`config.mk`:
```
export PLATFORM = sky130hd
export DESIGN_NAME = lut3d_round
export DESIGN_NICKNAME = d
export VERILOG_FILES = /design/src/rtl/core/lut3d_trilinear_color_map_defines.svh /design/src/rtl/core/lut3d_pkg.sv /design/src/rtl/core/lut3d_round.sv
export SDC_FILE = /design/constraint.sdc
export NUM_CORES = 1
export LEC_CHECK = 0
export BUFFER_PORTS_ARGS = -buffer_cell sky130_fd_sc_hd__buf_2
export CORE_MARGIN = 2
export CORE_UTILIZATION = 30
export DETAILED_ROUTE_END_ITERATION = 8
export HOLD_SLACK_MARGIN = 0.12
export PLACE_DENSITY_LB_ADDON = 0.1
export SLEW_MARGIN = 20
export SYNTH_ARGS = -nofsm -noshare
export SYNTH_HDL_FRONTEND = slang
export SYNTH_SLANG_ARGS = --single-unit
```
`constraint.sdc`:
```
create_clock -name clk_i -period 7.57 [get_ports clk_i]
set_clock_uncertainty 0.05 [all_clocks]
set_input_delay 1.514 -clock clk_i [delete_from_list [all_inputs] [get_ports clk_i]]
set_output_delay 1.514 -clock clk_i [all_outputs]
set_load 0.005 [all_outputs]
```
`src/rtl/core/lut3d_trilinear_color_map_defines.svh`:
```
// Assertion macros for the 3D LUT color mapper.
// Included by the top level; expects clk_i and rst_ni in scope.
`ifndef LUT3D_TRILINEAR_COLOR_MAP_DEFINES_SVH
`define LUT3D_TRILINEAR_COLOR_MAP_DEFINES_SVH

// Consequent must hold in the same cycle as the antecedent.
`define LUT3D_ASSERT_NOW(lbl, ante, cons, msg) \
  lbl: assert property (@(posedge clk_i) disable iff (!rst_ni) (ante) |-> (cons)) \
    else $error(msg);

// Consequent must hold in the cycle after the antecedent.
`define LUT3D_ASSERT_NEXT(lbl, ante, cons, msg) \
  lbl: assert property (@(posedge clk_i) disable iff (!rst_ni) (ante) |=> (cons)) \
    else $error(msg);

`endif

```
`src/rtl/core/lut3d_pkg.sv`:
```
// Shared types and constants for the 3D LUT color mapper.
// No dependencies; used by lut3d_round, the top level and the testbench.
`default_nettype none

package lut3d_pkg;

  localparam int GRID_MAX_DEF   = 33;
  localparam int ENTRY_BITS_DEF = 12;
  localparam int CFG_W          = 6;
  localparam int IDX_W          = 6;
  localparam int VAL_W          = 12;
  localparam int PIX_W          = 8;
  localparam int OUT_W          = 8;
  localparam logic [CFG_W-1:0] GRID_RESET = 6'd33;

  localparam logic KIND_LOAD  = 1'b0;
  localparam logic KIND_PIXEL = 1'b1;

  typedef struct packed {
    logic             kind;
    logic [PIX_W-1:0] pixel_red;
    logic [PIX_W-1:0] pixel_green;
    logic [PIX_W-1:0] pixel_blue;
    logic [PIX_W-1:0] pixel_alpha;
    logic             last_pixel;
    logic [IDX_W-1:0] node_red_index;
    logic [IDX_W-1:0] node_green_index;
    logic [IDX_W-1:0] node_blue_index;
    logic [VAL_W-1:0] node_red_value;
    logic [VAL_W-1:0] node_green_value;
    logic [VAL_W-1:0] node_blue_value;
  } in_item_t;

  typedef struct packed {
    logic [OUT_W-1:0] mapped_red;
    logic [OUT_W-1:0] mapped_green;
    logic [OUT_W-1:0] mapped_blue;
    logic [OUT_W-1:0] mapped_alpha;
    logic             last_out;
  } out_item_t;

endpackage

`default_nettype wire

```
`src/rtl/core/lut3d_round.sv`:
```
// Pipelined divider: floor of num_i over a constant, two quotient bits per stage.
// Uses lut3d_pkg for the quotient width.
`default_nettype none

module lut3d_round #(
  parameter int      NUM_W   = 38,
  parameter longint  DIVISOR = 64'd532554750
) (
  input  wire logic                          clk_i,
  input  wire logic                          en_i,
  input  wire logic [NUM_W-1:0]              num_i,
  output logic      [lut3d_pkg::OUT_W-1:0]   q_o
);
  import lut3d_pkg::*;

  localparam int STEPS = OUT_W / 2;

  logic [NUM_W-1:0] rem_q [STEPS];
  logic [OUT_W-1:0] q_q   [STEPS];

  for (genvar s = 0; s < STEPS; s++) begin : g_step
    localparam longint SH_HI = DIVISOR << (OUT_W - 1 - 2 * s);
    localparam longint SH_LO = DIVISOR << (OUT_W - 2 - 2 * s);
    logic [NUM_W-1:0] r_in, r_mid, r_out;
    logic [OUT_W-1:0] q_in;
    logic [1:0]       qb;

    if (s == 0) begin : g_first
      assign r_in = num_i;
      assign q_in = '0;
    end else begin : g_next
      assign r_in = rem_q[s-1];
      assign q_in = q_q[s-1];
    end

    always_comb begin
      qb[1] = (r_in >= NUM_W'(SH_HI));
      r_mid = qb[1] ? r_in - NUM_W'(SH_HI) : r_in;
      qb[0] = (r_mid >= NUM_W'(SH_LO));
      r_out = qb[0] ? r_mid - NUM_W'(SH_LO) : r_mid;
    end

    always_ff @(posedge clk_i) begin
      if (en_i) begin
        rem_q[s] <= r_out;
        q_q[s]   <= q_in | (OUT_W'(qb) << (OUT_W - 2 - 2 * s));
      end
    end
  end

  assign q_o = q_q[STEPS-1];

endmodule

`default_nettype wire

```
==> results.md, run 1 <==
- Outcome: finished, final reports clean
- Most common cell after layout, fill and taps aside: edfxtp_1
- Row cnt: 73
- CP endpoint kind: register
- Final instance area: 0.01324 mm2
- Most frequent cells in the layout: edfxtp_1, nand2_1, nor2_1
- Max-cap violations: 0
- Initial antenna violation count: 0
- Min cycle time layout: 5.665 ns
- Clock Tree Buf Depth: 2
- Inserted Clock Buffers: 17
- Antenna cells: 0
- Clock network power share: 0.282
- CTS clk-pin slew, worst paths: 0.07 ns
- Hold WC Path Type: register to register
- Crit path cell chain: buf_2 > ha_1 > nand4_1 > nor2_1 > o311ai_4 > a21oi_2 > buf_4 > nor2_4 > inv_2 > a211o_1 > or4_1 > o31ai_2 > and3b_1 > buf_4 > o211ai_1 > nand2_1 > xor2_1
- Via density: 5.410
- Pwr dens: 218.9 mW/mm2
- Initial core utilization: 0.3034
- Most frequent cell on the critical path: buf_4
- Arrival time of the worst setup path: 5.79 ns
- Syn. warnings: 0
- Final setup fails: 0
- Area Growth Syn to Fin: 9.786%
- Gr usage total: 0.1698
- Asr flop ratio synth: 0
- Hold Vio Cnt, Final: 0
- Sw frac: 0.3639
- Post-synth top area cell: edfxtp_1
- Internal Power: 1843 uW
- Crit path max-delay family: simple AND/OR/NAND/NOR gates
- Cells after Synth: 1379
- CP Launch Type: input pin
- Number of synthesized flops with an enable pin: 134
- Vias: 10390
- Vias in the first global route: 10280
- Post-synth design cell area: 0.01206 mm2
- Worst-Skew Late Latency: 0.43 ns
- Clock root cell: clkbuf_16
- Combinational Power Share: 0.307
- Drt pass-1 iters: 5
- Die area: 0.04181 mm2
- Synth top area share: 0.3337
- NumNets Final: 1429
- Pre-CTS WS: 1.466 ns
- Flop pwr share: 0.411
- Leak: 0.004391 uW
- FMAX: 0.1765 GHz
- Syn_area_per_cell: 8.743 um2
- Slowest stage delay, CP: 0.52 ns
- CTS tree: yes
- First-pass GRT wire length: 56.69 mm
- Layout cells sized above 1: 0.1168
- Drt total wl: 34.88 mm
- Final setup TNS: 0 ns
- Clock sinks: 134
- Die W: 204.5 um
- Register area share after synthesis: 0.3337
- Placement Cell Area: 0.01267 mm2
- H-tree levels: 4
- Psw: 1054 uW
- Power after layout: 2898 uW
- Slew @ Worst Pin: 0.9919 ns
- Post_cts resized: 0
- Placer congestion estimate: 0.8424
- RSZ-0062 raised after global routing: false
- Yosys reg bits: 134
- Grt ovf: 0
- WS Path Type: input pin to register
- Die Span Y: 204.5 um
- Peak VDD IR: 0.1593 mV
- Crit path max fanout: 22
- Number of setup buffers added after CTS: 0
- CP Buf/Inv Count: 4
- Hold-fix buffers at CTS: 0
- Largest net degree at the start of global routing: 84
- Syn Nets: 1426
- Setup ws final: 1.905 ns
- DRC violations left: 0
- Critical Path RT: 7.70 ns
- Detailed Route Iter0 Violations: 709
- Core ar.: 0.03973 mm2
- Post-route ant nets: 0
- Prevailing post-synth register cell: edfxtp_1
- Buffers added on ports: 47
- Top cells by area, synth: edfxtp_1, xnor2_1, xor2_1, nand2_1, nor2_1
- Routed WL per cell: 18.16 um
- Slew HR: 0.3303
- Num ports: 48
- Cell variety after synth: 117
- CP max stage cell: or4_1
- Tcrit/Tclk final: 0.7484
- Count of final max-slew check failures: 0
- DP HPWL: 27.30 mm
## cells in the mapped netlist, types with 8 or more instances
cell type,n
clkbuf_1,28
a21oi_1,71
nand4_1,39
nand3b_1,13
xnor2_1,107
and3_1,22
nand4b_1,8
a21o_1,9
or3_1,22
nand2b_1,13
nor3b_1,12
o2111ai_1,9
buf_2,33
nand3_1,40
a31oi_1,24
a32oi_1,9
nand2_1,121
inv_1,25
nor3_1,53
o22ai_1,12
o31ai_1,9
or4_1,9
mux2i_1,10
nor2b_1,18
nor2_1,117
o211ai_1,17
o21ai_0,63
and2_1,25
or2_2,9
edfxtp_1,134
nor4_1,13
a211oi_1,12
and4_1,18
xor2_1,56
## kinds of logic (layout without fill, tap and decap cells)
family                   Yosys count  after routing  share of synthesized area
XOR/XNOR                         164            164                     0.1198
AND/OR/NAND/NOR                  595            595                     0.2733
flip-flops                       134            134                     0.3337
adder cells (fa/ha/maj)            7              7                   0.007264
AO/OA/AOI/OAI                    356            356                     0.2108
multiplexers                      13             13                    0.01110
buffers and inverters            110            126                    0.04400
## metrics by stage
| step | std cells | utilization | hold slack [ns] |
|---|---|---|---|
| 6_report | 1920 | 0.3331 | 0.3684 |
| 5_1_grt | 1920 | 0.3331 | 0.3759 |
| 4_1_cts | 1920 | 0.3331 | 0.3691 |
| 3_5_place_dp | 1888 | 0.3188 | 0.3545 |
| 3_3_place_gp | 1888 | 0.3188 | 0.3513 |
| 2_1_floorplan | 1379 | - | 0.3503 |
## state kept, by name, summed over array words and instances, names as in the netlist
signal,flops
q_q,20
rem_q,114
## cell type report
type                            instances  area [um2]
Fill cell                            4160       26500
Multi-Input combinational cell       1135        7502
Sequential cell                       134        4024
Tap cell                              525       656.9
Clock buffer                           17       425.4
Timing Repair Buffer                   65       376.6
Clock inverter                         15       142.6
Inverter                               29       108.9
## layer usage
metal | vias up | part of all wire | GRT usage
met3 | 67 | 0.030 | 0.02009
met2 | 263 | 0.49 | 0.2960
li1 | 5232 | - | -
met4 | 0 | 0.037 | 0.07686
met5 | - | 0 | 0
met1 | 4825 | 0.44 | 0.2093
## path summary, 6_finish.rpt
check        depth (start not counted)                      to                   from  slack [ns]
max                                 17  rem_q[0][10]$_DFFE_PP_               num_i[8]        1.90
min                                  0     q_q[3][4]$_DFFE_PP_    q_q[2][4]$_DFFE_PP_        0.37
max reg2reg                         18  rem_q[2][33]$_DFFE_PP_  rem_q[1][4]$_DFFE_PP_        2.43
min reg2reg                          0     q_q[3][4]$_DFFE_PP_    q_q[2][4]$_DFFE_PP_        0.37
## worst register-to-register path: stages, from the launching register on
cell	delay, ns
edfxtp_1	0.49
ha_1	0.42
nand4_1	0.41
o21ai_0	0.51
nor2_1	0.16
a21oi_1	0.15
buf_4	0.23
nor2_1	0.08
inv_1	0.30
buf_4	0.31
o211ai_1	0.15
a211oi_1	0.21
buf_4	0.18
nand4b_2	0.25
nand2_1	0.11
buf_4	0.20
and3_1	0.19
o311ai_1	0.31
xor2_1	0.15
## power groups by stage
stage               Clock, uW  Combinational (uW)  Sequential [uW]
detailed placement          0                 890             1200
floorplan                   0                 764             1090
global placement            0                 888             1200
global route              869                 996             1220
finish                    818                 889             1190
CTS                       843                 894             1190
No activity file was read; power rests on OpenSTA's default activity.
==> inputs of run 2 (changes only) <==
- ABC_AREA: default -> 1
- clock period: 7.57 -> 5.75 ns (I/O delays scaled with it)
==> run 2 against run 1 <==
Against the previous run:
- design area increased by 34%
- critical path depth up 4
- worst hold slack better by 0.00076 ns
- largest cell class unchanged
- highest routed layer unchanged
==> results.md, run 2 <==
- Largest reg by FF count: rem_q
- Outcome: finished, final reports clean
- Drt pass-1 iters: 5
- FMAX: 0.2135 GHz
- Pwr dens: 291.8 mW/mm2
- DRC violations left: 0
- Tcrit/Tclk final: 0.8145
- Initial antenna violation count: 0
- Most common cell in the netlist: nand2_1
- Post_cts resized: 0
- Crit path cell chain: ha_1 > nand3_2 > nor2_2 > nand3_1 > nand2_4 > nand3_2 > nand3_2 > buf_4 > nand2_1 > nand2_1 > nand2_1 > inv_1 > nor2_1 > nand3_2 > inv_2 > nor2_1 > nand2_1 > nor2_4 > buf_4 > nand2_1 > nand2_1
- Die area: 0.05649 mm2
- Core ar.: 0.05392 mm2
- Detailed Route Iter0 Violations: 1255
- Register area share after synthesis: 0.2438
- Num ports: 48
- Cell variety after synth: 46
- Crit path max fanout: 33
- Placement Cell Area: 0.01715 mm2
- Routed WL per cell: 16.23 um
- Clock Tree Buf Depth: 2
- Post-synth design cell area: 0.01638 mm2
- Most frequent cell on the critical path: nand2_1
- Via density: 4.866
- Hold-fix buffers at CTS: 0
- Critical Path RT: 6.00 ns
- CTS tree: yes
- Initial core utilization: 0.3038
- Crit path max-delay family: simple AND/OR/NAND/NOR gates
- Slew @ Worst Pin: 0.6638 ns
- Hold WC Path Type: register to register
- Worst-Skew Late Latency: 0.45 ns
- Row cnt: 85
- Post-synth top area cell: nand2_1
- Slew HR: 0.5534
- RSZ-0062 raised after global routing: false
- Vias in the first global route: 16530
- Min cycle time layout: 4.684 ns
- Final instance area: 0.01773 mm2
- Grt ovf: 0
- Peak VDD IR: 0.2344 mV
- Final setup TNS: 0 ns
- Post-route ant nets: 0
- Number of setup buffers added after CTS: 0
- Final setup fails: 0
- Leak: 0.008607 uW
- Count of final max-slew check failures: 0
- Clock root cell: clkbuf_16
- Syn. warnings: 0
- Arrival time of the worst setup path: 4.93 ns
- Inserted Clock Buffers: 17
- DP HPWL: 48.58 mm
- Layout cells sized above 1: 0.08981
- Antenna cells: 0
- Max-cap violations: 0
- Fin cells: 3580
- First-pass GRT wire length: 91.34 mm
- Clock sinks: 133
- H-tree levels: 4
- NumNets Final: 2918
- Asr flop ratio synth: 0
- Largest registers: rem_q x113, q_q x20
- CP Buf/Inv Count: 4
- Synth top area share: 0.2647
- Gr usage total: 0.2072
- Vias: 17420
- CP Launch Type: register
- Syn_area_per_cell: 5.764 um2
- Placer congestion estimate: 0.9164
- Top cells by area, synth: nand2_1, edfxtp_1, nor2_1, nand3_1, inv_1
- Hold Vio Cnt, Final: 0
- Most common cell after layout, fill and taps aside: nand2_1
- Min Hold Slack: 0.3691 ns
- DP Cell Count: 3548
- Syn Nets: 2889
- Most frequent cells in the layout: nand2_1, nor2_1, inv_1
- Buffers added on ports: 47
- CP endpoint kind: register
- Slowest stage delay, CP: 0.56 ns
- Cells after Synth: 2842
- Die W: 237.7 um
- Max reg flops: 113
- Drt total wl: 58.09 mm
- Area Growth Syn to Fin: 8.257%
- Number of synthesized flops with an enable pin: 133
- CTS clk-pin slew, worst paths: 0.07 ns
- Die Span Y: 237.7 um
- Prevailing post-synth register cell: edfxtp_1
- Largest net degree at the start of global routing: 61
- CP max stage cell: edfxtp_1
- WS Path Type: register to register
- Synth top cells by count: nand2_1, nor2_1, inv_1
- Yosys reg bits: 133
==> run 2: changes by cell type after synthesis, sizes merged, moves of 22 or more <==
cell / previous run / this run
nand2: 125 / 1192
inv: 28 / 360
nor2: 119 / 421
nand3: 42 / 262
xnor2: 107 / 14
xor2: 57 / 96
nand4: 40 / 76
o21ai: 71 / 98
clkbuf: 29 / 3
a31oi: 25 / 1
and3: 22 / 0
or3: 22 / 0
==> run 2: layer usage <==
| metal | GRT usage | vias up | share of wire |
|---|---|---|---|
| met4 | 0.04974 | 0 | 0.015 |
| met5 | 0 | - | 0 |
| met3 | 0.02299 | 53 | 0.034 |
| met2 | 0.3760 | 326 | 0.50 |
| met1 | 0.2608 | 7978 | 0.45 |
| li1 | - | 9062 | - |
==> run 2: final cells by class <==
type	count	area, um2
inverter	363	1363
multi-input combinational	2297	10590
clock buffer	17	425.4
sequential	133	3994
clock inverter	15	160.2
tap	696	870.8
timing repair buffer	59	331.6
fill	6120	36190
==> run 2: stage by stage <==
stage                 util  worst slack [ns]  total power [uW]
finish              0.3289             1.066              5174
detailed placement  0.3180            0.7595              4118
CTS                 0.3289             1.024              5236
floorplan                -             1.923              3347
global route        0.3289            0.6656              5630
global placement    0.3180            0.8271              4130
==> run 2: cells by family after synthesis <==
logic type | Yosys count | share of synthesized area
buffers and inverters | 412 | 0.1098
DFF | 133 | 0.2438
adders and majority gates | 7 | 0.005347
xor gates and xnor gates | 110 | 0.05927
and+or+nand+nor | 2013 | 0.5244
AOI/OAI and AO/OA | 167 | 0.05744
==> run 2: worst paths after layout <==
path,from,end,slack (ns),depth (start not counted)
hold reg to reg,q_q[0][7]$_DFFE_PP_,q_q[1][7]$_DFFE_PP_,0.37,0
setup / recovery,rem_q[1][4]$_DFFE_PP_,rem_q[2][24]$_DFFE_PP_,1.07,21
hold / removal,q_q[0][7]$_DFFE_PP_,q_q[1][7]$_DFFE_PP_,0.37,0
setup reg to reg,rem_q[1][4]$_DFFE_PP_,rem_q[2][24]$_DFFE_PP_,1.07,21
==> run 2: report_power, final <==
part           switching [uW]  internal [uW]
registers                 276           1330
clock network             470            613
logic                    1740            743
total                    2490           2690
==> inputs of run 3 (changes only) <==
- clock period: 5.75 -> 3.8 ns (I/O delays scaled with it)
==> run 3 against run 2 <==
Against the previous run:
- die area did not move
- count of clock-buffer cells in the layout increased by 3
- global-route usage rose by 0.35 points
- via count is 2.5% higher
- worst hold slack got worse by 0.00087 ns
- total power rose by 54%
- maximum frequency is 30% higher
- clock power up 40%
- register-to-register slack worse by 0.86 ns
- design area increased by 6.5%
==> results.md, run 3 (synthesized netlist as in run 2, its figures left out) <==
- Layout cells sized above 1: 0.1329
- Initial core utilization: 0.3038
- CTS clk-pin slew, worst paths: 0.07 ns
- Vias in the first global route: 16910
- Hold Crit Depth: 0
- Crit path max fanout: 9
- Post-route ant nets: 0
- Reg2reg path depth: 20
- Tcrit/Tclk final: 0.9452
- Worst-Skew Late Latency: 0.46 ns
- Flop pwr share: 0.300
- Leak: 0.009289 uW
- Sw frac: 0.4673
- DP HPWL: 50.13 mm
- Grt ovf: 0
- Arrival time of the worst setup path: 3.70 ns
- FF-to-FF setup slack: 0.21 ns
- Clock Tree Buf Depth: 2
- NumNets Final: 3053
- Gr usage total: 0.2107
- Row cnt: 85
- Placer congestion estimate: 0.9249
- Clock sinks: 133
- Peak VDD IR: 0.3515 mV
- First-pass GRT wire length: 92.95 mm
- Die Span Y: 237.7 um
- Largest reg by FF count: rem_q
- Outcome: finished, final reports clean
- CP endpoint kind: register
- Slew HR: 0.5884
- Most frequent cells in the layout: nand2_1, nor2_1, inv_1
- Power after layout: 7986 uW
- Fin util: 0.3502
- Combinational Power Share: 0.511
- Clock network power share: 0.189
- Hold WC Path Type: register to register
- Count of final max-slew check failures: 0
- Min-Delay Endpoint: q_q[3][2]$_DFFE_PP_
- Largest net degree at the start of global routing: 54
- Core ar.: 0.05392 mm2
- DRC violations left: 0
- Min cycle time layout: 3.592 ns
- FMAX: 0.2784 GHz
- RR Endpoint: rem_q[1][27]$_DFFE_PP_
- Hold path start: q_q[2][2]$_DFFE_PP_
- Psw: 3732 uW
- Num ports: 48
- Die area: 0.05649 mm2
- Clock root cell: clkbuf_16
- Die W: 237.7 um
- H-tree levels: 4
- Internal Power: 4254 uW
- Drt pass-1 iters: 6
- Drt total wl: 59.19 mm
- Antenna cells: 0
- Vias: 17850
- Most common cell after layout, fill and taps aside: nand2_1
- Buffers added on ports: 47
- CTS tree: yes
- Routed WL per cell: 15.94 um
- CP Launch Type: register
- Max reg flops: 113
- Critical Path RT: 3.91 ns
- Fill cell count: 6094
- Hold Vio Cnt, Final: 0
- Worst r2r src: rem_q[0][34]$_DFFE_PP_
- Pwr dens: 423.0 mW/mm2
- WS Path Type: register to register
- Final setup fails: 0
- Detailed Route Iter0 Violations: 1163
- Max-cap violations: 0
- Largest registers: rem_q x113, q_q x20
- Initial antenna violation count: 1
- Area Growth Syn to Fin: 15.26%
- Slew @ Worst Pin: 0.6118 ns
- Via density: 4.807
- Inserted Clock Buffers: 17
==> run 3: worst max path at each step <==
stage / endpoint / slack (ns) / start / cells past startpoint
6_report: rem_q[1][27]$_DFFE_PP_ / 0.21 / rem_q[0][34]$_DFFE_PP_ / 20
2_1_floorplan: rem_q[0][25]$_DFFE_PP_ / 0.36 / num_i[8] / 25
3_3_place_gp: rem_q[1][33]$_DFFE_PP_ / -0.06 / rem_q[0][6]$_DFFE_PP_ / 23
3_5_place_dp: rem_q[1][33]$_DFFE_PP_ / -0.04 / rem_q[0][6]$_DFFE_PP_ / 19
5_1_grt: rem_q[1][27]$_DFFE_PP_ / -0.009 / rem_q[0][6]$_DFFE_PP_ / 23
4_1_cts: rem_q[1][33]$_DFFE_PP_ / 0.11 / rem_q[0][34]$_DFFE_PP_ / 21
==> run 3: metal layers <==
| metal | global-route usage | up-vias | wire [um] |
|---|---|---|---|
| li1 | - | 9325 | - |
| met1 | 0.2709 | 8136 | 27100 |
| met2 | 0.3721 | 329 | 29010 |
| met3 | 0.02555 | 58 | 2042 |
| met4 | 0.05394 | 0 | 1044 |
| met5 | 0 | - | 0 |
==> run 3: power groups by stage <==
stage	logic (uW)	registers, uW	clock network, uW
after floorplan	2810	2260	0
after global placement	4010	2450	0
after detailed placement	4020	2440	0
after CTS	4040	2420	1560
after global routing	4620	2430	1630
final	4080	2390	1510
==> run 3: metrics by stage <==
step / instances / TNS (ns) / hold slack [ns] / setup WS [ns] / area (um2)
finish: 3713 / 0 / 0.3683 / 0.2081 / 18880
global route: 3713 / -0.01674 / 0.3737 / -0.008864 / 18880
CTS: 3703 / 0 / 0.3691 / 0.1076 / 18750
detailed placement: 3669 / -0.04857 / 0.3545 / -0.03967 / 18190
global placement: 3669 / -0.08687 / 0.3544 / -0.05869 / 18190
floorplan: 2842 / 0 / 0.3503 / 0.3629 / 16380
==> run 3: worst max-delay path, stage by stage (launching register included) <==
cell      delay [ns]
edfxtp_1        0.47
inv_2           0.12
nand2_1         0.12
nor2_2          0.14
nand2_1         0.14
nor2_2          0.18
nand3_4         0.16
nand3_4         0.15
buf_4           0.19
nand2_1         0.06
nand2_1         0.21
nand3_1         0.19
nor2_2          0.17
nand2_1         0.12
nor2_2          0.18
nand3_2         0.13
inv_2           0.13
nor2_4          0.07
buf_4           0.14
nand2_1         0.05
nand2_1         0.11
==> run 3: what timing repair did <==
| item | 4_1_cts | 5_1_grt |
|---|---|---|
| pin swaps | 1 | 1 |
| endpoints found under the hold margin | 0 | 0 |
| hold buffers | 0 | 0 |
| setup endpoints to repair | 3 | 46 |
| gates resized for setup | 0 | 18 |
| buffers inserted | 4 | 9 |
| cloned | 0 | 1 |
==> run 3: final cells by class <==
class / instances / area (um2) / area share
Multi-Input combinational cell: 2298 / 10650 / 0.5640
Sequential cell: 133 / 3994 / 0.2115
Timing Repair Buffer: 193 / 1479 / 0.07833
Inverter: 363 / 1365 / 0.07230
Tap cell: 696 / 870.8 / 0.04612
Clock buffer: 20 / 436.7 / 0.02313
Clock inverter: 10 / 86.33 / 0.004573
